==> src/rtl/sgsd_pkg.sv <==
// Shared types and constants of the Shift-JIS glyph stream decoder.
package sgsd_pkg;

	// Depth of the command queue between front and back
	localparam int unsigned CmdDepth = 4;
	localparam int unsigned CmdPtrW  = $clog2(CmdDepth);
	localparam int unsigned CmdCntW  = $clog2(CmdDepth + 1);

	// Configuration register indexes
	typedef enum logic [1:0] {
		CFG_LAYER   = 2'd0,
		CFG_START_X = 2'd1,
		CFG_ROW_Y   = 2'd2,
		CFG_COLOR   = 2'd3
	} cfg_idx_t;

	// Lead-byte conversion constants
	localparam logic [7:0] LeadSplit = 8'hA0;
	localparam logic [7:0] LeadOffLo = 8'h71;
	localparam logic [7:0] LeadOffHi = 8'hB1;
	localparam logic [7:0] TrailGap  = 8'h7F;
	localparam logic [7:0] TrailHigh = 8'h9E;
	localparam logic [7:0] TrailSubH = 8'h7D;
	localparam logic [7:0] TrailSubL = 8'h1F;
	localparam logic [7:0] JisBase   = 8'h21;
	localparam logic [6:0] RowCells  = 7'd94;

	// Cursor advance per glyph width
	localparam logic [31:0] StepFull = 32'd8;
	localparam logic [31:0] StepHalf = 32'd4;

	// Draw command handed from front to back
	typedef struct packed {
		logic [31:0] draw_x;
		logic [7:0]  lead;
		logic [7:0]  code;
		logic        full_width;
	} cmd_t;

endpackage

==> src/rtl/sgsd_front.sv <==
// Front part: takes text bytes, tracks lead byte and cursor, issues draw commands.
module sgsd_front import sgsd_pkg::*; (
	input  logic        clk,
	input  logic        arst_n,
	input  logic        acc,
	input  logic [7:0]  text_byte,
	input  logic [31:0] start_x,
	output logic        cmd_valid,
	output cmd_t        cmd
);

	logic        lead_pending_q;
	logic [7:0]  held_lead_q;
	logic [31:0] cursor_q;
	logic        at_start_q;

	logic        is_zero;
	logic        is_lead;
	logic [31:0] cur_x;

	// Classify the byte and pick the cursor for this glyph
	always_comb begin
		is_zero = (text_byte == 8'h00);
		is_lead = ((text_byte > 8'h80) && (text_byte < 8'hA0)) ||
			((text_byte >= 8'hE0) && (text_byte < 8'hF0));
		cur_x   = at_start_q ? start_x : cursor_q;
	end

	// Form the command for a glyph-completing byte
	always_comb begin
		cmd_valid      = acc && !is_zero && (lead_pending_q || !is_lead);
		cmd.draw_x     = cur_x;
		cmd.lead       = held_lead_q;
		cmd.code       = text_byte;
		cmd.full_width = lead_pending_q;
	end

	// Advance string state per accepted beat
	always_ff @(posedge clk or negedge arst_n) begin
		if (!arst_n) begin
			lead_pending_q <= 1'b0;
			held_lead_q    <= 8'h00;
			cursor_q       <= 32'd0;
			at_start_q     <= 1'b1;
		end else if (acc) begin
			if (is_zero) begin
				lead_pending_q <= 1'b0;
				held_lead_q    <= 8'h00;
				at_start_q     <= 1'b1;
			end else begin
				at_start_q <= 1'b0;
				if (lead_pending_q) begin
					lead_pending_q <= 1'b0;
					held_lead_q    <= 8'h00;
					cursor_q       <= cur_x + StepFull;
				end else if (is_lead) begin
					lead_pending_q <= 1'b1;
					held_lead_q    <= text_byte;
					cursor_q       <= cur_x;
				end else begin
					cursor_q <= cur_x + StepHalf;
				end
			end
		end
	end

endmodule

==> src/rtl/sgsd_cmd_fifo.sv <==
// Short command queue between the front and back parts.
module sgsd_cmd_fifo import sgsd_pkg::*; (
	input  logic clk,
	input  logic arst_n,
	input  logic wr_en,
	input  cmd_t wr_data,
	input  logic rd_en,
	output cmd_t rd_data,
	output logic full,
	output logic nonempty
);

	cmd_t               slots_q [CmdDepth];
	logic [CmdPtrW-1:0] wr_ptr_q;
	logic [CmdPtrW-1:0] rd_ptr_q;
	logic [CmdCntW-1:0] count_q;

	assign full     = (count_q == CmdCntW'(CmdDepth));
	assign nonempty = (count_q != '0);
	assign rd_data  = slots_q[rd_ptr_q];

	// Store a beat
	always_ff @(posedge clk) begin
		if (wr_en) begin
			slots_q[wr_ptr_q] <= wr_data;
		end
	end

	// Move pointers and count
	always_ff @(posedge clk or negedge arst_n) begin
		if (!arst_n) begin
			wr_ptr_q <= '0;
			rd_ptr_q <= '0;
			count_q  <= '0;
		end else begin
			if (wr_en) begin
				wr_ptr_q <= (wr_ptr_q == CmdPtrW'(CmdDepth - 1)) ? '0 : wr_ptr_q + 1'b1;
			end
			if (rd_en) begin
				rd_ptr_q <= (rd_ptr_q == CmdPtrW'(CmdDepth - 1)) ? '0 : rd_ptr_q + 1'b1;
			end
			case ({wr_en, rd_en})
				2'b10:   count_q <= count_q + 1'b1;
				2'b01:   count_q <= count_q - 1'b1;
				default: count_q <= count_q;
			endcase
		end
	end

endmodule

==> src/rtl/sgsd_back.sv <==
// Back part: converts commands to glyph codes and holds the result register.
module sgsd_back import sgsd_pkg::*; (
	input  logic         clk,
	input  logic         arst_n,
	input  logic         cmd_avail,
	input  cmd_t         cmd,
	output logic         cmd_take,
	input  logic         pop,
	output logic         empty,
	output logic [31:0]  draw_x,
	output logic [15:0]  glyph_code,
	output logic         full_width
);

	logic        out_valid_q;
	logic [15:0] h;
	logic [7:0]  l;
	logic [15:0] l_adj;
	logic [15:0] code_full;
	logic [15:0] code_next;

	// Turn lead and trail into a JIS X 0208 linear index
	always_comb begin
		h = {8'h00, cmd.lead - ((cmd.lead < LeadSplit) ? LeadOffLo : LeadOffHi)};
		h = {h[14:0], 1'b0} + 16'd1;
		l = cmd.code;
		if (l >= TrailGap) begin
			l = l - 8'd1;
		end
		if (l >= TrailHigh) begin
			l = l - TrailSubH;
			h = h + 16'd1;
		end else begin
			l = l - TrailSubL;
		end
		l_adj     = {8'h00, l} - {8'h00, JisBase};
		code_full = 16'((h - {8'h00, JisBase}) * {9'd0, RowCells}) + l_adj;
		code_next = cmd.full_width ? code_full : {8'h00, cmd.code};
	end

	assign cmd_take = cmd_avail && (!out_valid_q || pop);
	assign empty    = !out_valid_q;

	// Hold the result valid flag
	always_ff @(posedge clk or negedge arst_n) begin
		if (!arst_n) begin
			out_valid_q <= 1'b0;
		end else if (cmd_take) begin
			out_valid_q <= 1'b1;
		end else if (pop) begin
			out_valid_q <= 1'b0;
		end
	end

	// Load the result payload
	always_ff @(posedge clk) begin
		if (cmd_take) begin
			draw_x     <= cmd.draw_x;
			glyph_code <= code_next;
			full_width <= cmd.full_width;
		end
	end

endmodule

==> src/rtl/sjis_glyph_stream_decoder.sv <==
// Shift-JIS glyph stream decoder: one draw command per decoded glyph.
// A glyph's command passes the command queue, then the result register.
// Throughput: one byte per cycle unless the queue is full; the back part drains
// one command per cycle while its result is empty or popped. Reset (arst_n low,
// asynchronous) clears config, lead state, queue count and result valid flag,
// and arms the cursor to load start_x on the next nonzero byte.
module sjis_glyph_stream_decoder import sgsd_pkg::*; (
	input  logic         clk,
	input  logic         arst_n,
	input  logic         push,
	output logic         full,
	input  logic [7:0]   text_byte,
	output logic         empty,
	input  logic         pop,
	output logic signed [31:0] draw_x,
	output logic [15:0]  glyph_code,
	output logic         full_width,
	input  logic         cfg_valid,
	output logic         cfg_ready,
	input  logic [1:0]   cfg_index,
	input  logic [31:0]  cfg_data
);

	logic [1:0]  layer_q;
	logic [31:0] start_x_q;
	logic [31:0] row_y_q;
	logic [31:0] color_q;

	logic        acc;
	logic        cmd_valid;
	cmd_t        cmd_in;
	cmd_t        cmd_head;
	logic        cmd_nonempty;
	logic        cmd_take;
	logic        q_full;
	logic [31:0] draw_x_u;

	assign cfg_ready = 1'b1;
	assign full      = q_full;
	assign acc       = push && !q_full;
	assign draw_x    = draw_x_u;

	// Write configuration registers
	always_ff @(posedge clk or negedge arst_n) begin
		if (!arst_n) begin
			layer_q   <= 2'd0;
			start_x_q <= 32'd0;
			row_y_q   <= 32'd0;
			color_q   <= 32'd0;
		end else if (cfg_valid && cfg_ready) begin
			case (cfg_idx_t'(cfg_index))
				CFG_LAYER:   layer_q   <= cfg_data[1:0];
				CFG_START_X: start_x_q <= cfg_data;
				CFG_ROW_Y:   row_y_q   <= cfg_data;
				CFG_COLOR:   color_q   <= cfg_data;
				default:     layer_q   <= layer_q;
			endcase
		end
	end

	sgsd_front u_front (
		.clk       (clk),
		.arst_n    (arst_n),
		.acc       (acc),
		.text_byte (text_byte),
		.start_x   (start_x_q),
		.cmd_valid (cmd_valid),
		.cmd       (cmd_in)
	);

	sgsd_cmd_fifo u_cmd_fifo (
		.clk      (clk),
		.arst_n   (arst_n),
		.wr_en    (cmd_valid),
		.wr_data  (cmd_in),
		.rd_en    (cmd_take),
		.rd_data  (cmd_head),
		.full     (q_full),
		.nonempty (cmd_nonempty)
	);

	sgsd_back u_back (
		.clk        (clk),
		.arst_n     (arst_n),
		.cmd_avail  (cmd_nonempty),
		.cmd        (cmd_head),
		.cmd_take   (cmd_take),
		.pop        (pop),
		.empty      (empty),
		.draw_x     (draw_x_u),
		.glyph_code (glyph_code),
		.full_width (full_width)
	);

endmodule
==> config.mk <==
export PLATFORM = sky130hd
export DESIGN_NAME = sjis_glyph_stream_decoder
export DESIGN_NICKNAME = d
export VERILOG_FILES = /design/src/rtl/sgsd_pkg.sv /design/src/rtl/sgsd_front.sv /design/src/rtl/sgsd_cmd_fifo.sv /design/src/rtl/sgsd_back.sv /design/src/rtl/sjis_glyph_stream_decoder.sv
export SDC_FILE = /design/constraint.sdc
export NUM_CORES = 1
export LEC_CHECK = 0
export BUFFER_PORTS_ARGS = -buffer_cell sky130_fd_sc_hd__buf_2
export CORE_MARGIN = 5
export CORE_UTILIZATION = 30
export CTS_CLUSTER_DIAMETER = 50
export CTS_CLUSTER_SIZE = 25
export DETAILED_ROUTE_END_ITERATION = 10
export HOLD_SLACK_MARGIN = 0.08
export PLACE_DENSITY_LB_ADDON = 0.15
export SETUP_SLACK_MARGIN = 0.2
export SLEW_MARGIN = 40
export SYNTH_ARGS = -nofsm -noshare
export SYNTH_HDL_FRONTEND = slang
export SYNTH_SLANG_ARGS = --single-unit
==> constraint.sdc <==
create_clock -name clk -period 9.9 [get_ports clk]
set_clock_uncertainty 0.15 [all_clocks]
set_input_delay 0.495 -clock clk [delete_from_list [all_inputs] [get_ports clk]]
set_output_delay 0.495 -clock clk [all_outputs]
set_load 0.01 [all_outputs]
==> reports/qor.csv, run 1 <==
metric,value,unit
run status,"complete, no violations",
Antenna Nets Post-Route,0,
RSZ-0062 raised after global routing,no,
CP dominant cell by count,inv_1,
Main synth FF type,edfxtp_1,
setup TNS,0,ns
final hold vios,0,
CTS tree,done,
vias in the first global route,9912,
Area Growth Syn to Fin,18.32,%
layout cells sized above 1,23.65,%
antenna violations before repair,2,
worst skew pair latency,0.56,ns
Worst Path Max Fanout,9,
"Cell Area, Synth",0.01629,sq mm
cell taking the most area after synthesis,edfxtp_1,
WS Path Type,register to register,
"commonest cells after routing, fill and taps aside","edfxtp_1, buf_2, inv_1",
HP Class,input port to register,
CTS Sinks,327,
first-pass GRT wire length,57550,um
"most common cell after layout, fill and taps aside",edfxtp_1,
drt total wl,36260,um
PortBufs,97,
crit end category,register,
vias per cell,4.649,
largest net degree at the start of global routing,64,
Vias,9452,
DR pass1 iterations,4,
largest cells by area after synthesis,"edfxtp_1, dfrtp_1, mux4_2",
Num CTS Buffers,35,
total core area,0.05381,sq mm
final period utilization,90.41,%
CP arrival,9.09,ns
post-synthesis sequential area ratio,57.76,%
slew of the pin with the lowest slew margin,0.7992,ns
GPL Wtd Cong,0.7513,
Site Rows,85,
gr usage total,12.24,%
Root Buffer,clkbuf_16,
WP data required,10.04,ns
mean area per synthesized cell,14.12,sq um
total grt overflow,0,
max_cap viols,0,
Slew Limit Fails,0,
HPWL Detailed,24400,um
Synth warnings,0,
DRT iter0 DRCs,350,
fill count,5226,
Cells after Synth,1154,
Clock Pin Slew Worst Setup and Hold Paths,0.08,ns
drt wl/cell,17.83,um
Max-slew headroom,46.72,%
Worst setup SP type,register,
fmax,0.1117,GHz
I/O pin cnt,99,
Cell variety after synth,80,
htree depth,2,
CP max stage delay,0.65,ns
NumNets Final,1444,
final setup violation count,0,
CP max stage cell,mux4_2,
worst path bufs/invs,6,
Yosys reg bits,327,
largest buffer count on any clock path,3,
drt drc,0,
Starting Density,30.28,%
Synth top area share,45.15,%
die height,243.0,um
fin crit period,8.951,ns
Post-synth EDFFs,245,
crit-path leading delay family,adder cells,
Die Width,243.0,um
Mapped Nets,1288,
Post-synth ARST share,25.08,%
die area,0.05907,sq mm
## cells in the mapped netlist (all sizes together), types with 6 or more instances
| master | n |
|---|---|
| fa | 27 |
| nor3 | 19 |
| nand2 | 77 |
| xor2 | 26 |
| o21bai | 6 |
| and2 | 15 |
| o21ai | 49 |
| a21oi | 38 |
| mux2 | 59 |
| mux2i | 19 |
| nor2 | 42 |
| nand2b | 13 |
| dfrtp | 81 |
| a21o | 12 |
| clkbuf | 21 |
| edfxtp | 245 |
| inv | 99 |
| xnor2 | 66 |
| a31oi | 6 |
| nand3 | 11 |
| buf | 15 |
| ha | 60 |
| nor2b | 9 |
| and3 | 11 |
| mux4 | 50 |
| nor4 | 6 |
## layout make-up
type,count,area [sq um],share of cell area (%)
clock buffers,40,914.6,4.744
diodes,1,2.502,0.01298
inverters,99,374.1,1.941
repair buffers,155,1080,5.601
multi-input cells,692,6372,33.05
flip-flops and latches,327,9415,48.84
clock inverters,23,249.0,1.292
well taps,696,870.8,4.517
## state kept, by name, indices dropped and copies added (netlist names), 2 cells and up
| signal | flops |
|---|---|
| u_cmd_fifo.wr_ptr_q | 2 |
| u_cmd_fifo.count_q | 3 |
| u_back.draw_x | 32 |
| start_x_q | 32 |
| u_front.cursor_q | 32 |
| u_back.glyph_code | 16 |
| u_cmd_fifo.slots_q | 196 |
| u_cmd_fifo.rd_ptr_q | 2 |
| u_front.held_lead_q | 8 |
## through the flow
| step | instances | worst slack [ns] | cell area [sq um] | util, % | hold WS (ns) |
|---|---|---|---|---|---|
| floorplan | 1154 | 1.263 | 16290 | - | 0.04941 |
| global placement | 1925 | 0.8024 | 17630 | 32.76 | 0.3084 |
| detailed placement | 1928 | 0.6661 | 17690 | 32.88 | 0.3130 |
| CTS | 2029 | 0.6324 | 19240 | 35.75 | 0.08586 |
| global route | 2032 | 0.2002 | 19280 | 35.82 | 0.09027 |
| finish | 2033 | 0.9492 | 19280 | 35.82 | 0.1028 |
## layer usage
| layer | part of all wire (%) | track usage [%] | wire, um | up-vias |
|---|---|---|---|---|
| met5 | 0.019 | 0 | 7 | - |
| met4 | 2.3 | 3.705 | 843 | 2 |
| met3 | 3.5 | 2.134 | 1255 | 49 |
| met2 | 48 | 20.24 | 17450 | 123 |
| met1 | 46 | 16.57 | 16700 | 4741 |
| li1 | - | - | - | 4537 |
## what timing repair did
action                                  4_1_cts  5_1_grt
endpoints found under the setup margin        0        1
hold buffers                                 38        0
buffers inserted                              0        3
endpoints found under the hold margin        86        0
resized for setup                             0        1
## kinds of logic after synthesis
family | share of synthesized area (%)
compound gates | 6.021
xor+xnor | 5.130
fa+ha+maj | 7.925
buf+inv | 3.317
flops | 57.76
mux | 12.16
other cells | 0.02302
simple gates | 7.672
## final timing paths
| path | cells after the start | endpoint | startpoint | slack (ns) |
|---|---|---|---|---|
| min in group asynchronous | 2 | start_x_q[16] | arst_n | 0.28 |
| hold / removal | 1 | u_cmd_fifo.slots_q[2][2] | text_byte[1] | 0.10 |
| setup reg to reg | 35 | u_back.glyph_code[15] | u_cmd_fifo.rd_ptr_q[0] | 0.95 |
| max in group asynchronous | 3 | u_cmd_fifo.rd_ptr_q[0] | arst_n | 8.19 |
| hold reg to reg | 2 | u_front.cursor_q[9] | u_front.cursor_q[9] | 0.33 |
| setup / recovery | 35 | u_back.glyph_code[15] | u_cmd_fifo.rd_ptr_q[0] | 0.95 |
Power of run 1 is not shown: default switching activity piles up to over one toggle a cycle in this logic, so the estimate is an artifact.
==> run 2: changes to the inputs <==
--- a/config.mk
+++ b/config.mk
@@ -7,7 +7,7 @@
 export LEC_CHECK = 0
 export BUFFER_PORTS_ARGS = -buffer_cell sky130_fd_sc_hd__buf_2
 export CORE_MARGIN = 5
-export CORE_UTILIZATION = 30
+export CORE_UTILIZATION = 35
 export CTS_CLUSTER_DIAMETER = 50
 export CTS_CLUSTER_SIZE = 25
 export DETAILED_ROUTE_END_ITERATION = 10
==> reports/qor.csv, run 2 (synthesis gave the netlist of run 1 again) <==
metric,value,unit
run status,"complete, no violations",
"commonest cells after routing, fill and taps aside","edfxtp_1, buf_2, inv_1",
first-pass GRT wire length,55910,um
R2R cell count,35,
CP dominant cell by count,inv_1,
hold endpoint,u_cmd_fifo.slots_q[2][4],
fmax,0.1112,GHz
Area Growth Syn to Fin,18.31,%
Clock Pin Slew Worst Setup and Hold Paths,0.07,ns
drt drc,0,
RSZ-0062 raised after global routing,no,
placed cell area,0.01753,sq mm
CTS tree,done,
Vias,9538,
CP max stage cell,mux4_2,
NumNets Final,1451,
crit end category,register,
Final Cell Area,0.01928,sq mm
die height,225.8,um
htree depth,2,
total grt overflow,0,
CTS Sinks,327,
Max-slew headroom,48.91,%
total core area,0.04626,sq mm
"most common cell after layout, fill and taps aside",edfxtp_1,
largest buffer count on any clock path,3,
Antenna Nets Post-Route,0,
slew of the pin with the lowest slew margin,0.7583,ns
DR pass1 iterations,4,
WP data required,10.03,ns
vias in the first global route,9945,
vias per cell,4.884,
RR Startpoint,u_cmd_fifo.rd_ptr_q[0],
fill count,4277,
Die Width,225.8,um
reg2reg end,u_back.glyph_code[15],
drt total wl,34970,um
Worst Path Max Fanout,10,
max reg flops,196,
layout cells sized above 1,24.24,%
Placed Cells,1839,
Hold Path Cell Cnt,1,
PortBufs,97,
DRT iter0 DRCs,402,
WS Path Type,register to register,
R2R Setup Slk,0.91,ns
Multi-input gate area,0.006382,sq mm
setup TNS,0,ns
pre-CTS setup slack,0.6421,ns
Hold Crit Start,text_byte[3],
antenna violations before repair,1,
fin crit period,8.990,ns
Worst setup SP type,register,
worst skew pair latency,0.55,ns
CP arrival,9.12,ns
HP Class,input port to register,
die area,0.05097,sq mm
CP max stage delay,0.65,ns
I/O pin cnt,99,
grt met3 use,2.600,%
met1 Track Usage GR,18.66,%
Finished Layout Cells,1953,
HPWL Detailed,23560,um
max_cap viols,0,
Slew Limit Fails,0,
drt wl/cell,17.91,um
Num CTS Buffers,37,
Starting Density,35.22,%
Final WS setup,0.9097,ns
register area,0.009415,sq mm
grt met2 use,23.42,%
GPL Wtd Cong,0.7608,
final hold vios,0,
GR peak layer,met2,
final setup violation count,0,
gr usage total,13.97,%
Biggest register,u_cmd_fifo.slots_q,
Site Rows,79,
Root Buffer,clkbuf_16,
final period utilization,90.81,%
largest net degree at the start of global routing,63,
==> run 2: changes by cell type in the layout (fill, tap and decap cells not counted), sizes merged <==
cell      delta
a31o         +1
buf          +4
bufinv       +3
clkinv       -2
clkinvlp     -2
inv          +5
==> run 2: cell type report <==
type,count,share of cell area [%]
sequential,327,48.84
multi-input combinational,693,33.11
timing repair buffer,159,5.562
clock buffer,40,4.861
tap,607,3.940
inverter,99,1.941
clock inverter,27,1.733
antenna,1,0.01298
==> run 2: repair_timing <==
item	in CTS	in global routing
setup endpoints to repair	0	1
buffers inserted	0	7
hold buffers	38	0
endpoints found under the hold margin	75	0
gates resized for setup	0	2
==> run 2: how the worst max path moves through the flow <==
| stage | start | end | depth (start not counted) |
|---|---|---|---|
| CTS | u_cmd_fifo.rd_ptr_q[0] | u_back.glyph_code[15] | 33 |
| finish | u_cmd_fifo.rd_ptr_q[0] | u_back.glyph_code[15] | 35 |
| floorplan | u_cmd_fifo.rd_ptr_q[0] | u_back.glyph_code[15] | 38 |
| detailed placement | u_cmd_fifo.rd_ptr_q[0] | u_back.glyph_code[15] | 33 |
| global placement | u_cmd_fifo.rd_ptr_q[0] | u_back.glyph_code[15] | 33 |
| global route | u_cmd_fifo.rd_ptr_q[0] | u_back.glyph_code[15] | 36 |
==> run 2: metal layers <==
metal  wire, um  vias up
li1           -     4567
met1      15760     4782
met2      17310      144
met3       1189       45
met4        707        0
met5          0        -
==> run 2: worst max-delay path, delay by kind of cell (launching register included) <==
family                   cells  cell delay, ns
XOR/XNOR                     1            0.15
AND/OR/NAND/NOR             10            2.01
flip-flops                   1            0.52
adder cells (fa/ha/maj)      7            2.71
AO/OA/AOI/OAI                8            1.82
buffers and inverters        6            0.43
multiplexers                 3            0.91
==> run 2: metrics by stage <==
step                hold slack (ns)  utilization [%]
floorplan                   0.04941                -
global placement             0.2995            37.88
detailed placement           0.2982            37.90
CTS                         0.08514            41.47
global route                0.09389            41.67
finish                       0.1224            41.67
Power of run 2 is left out for the same reason.
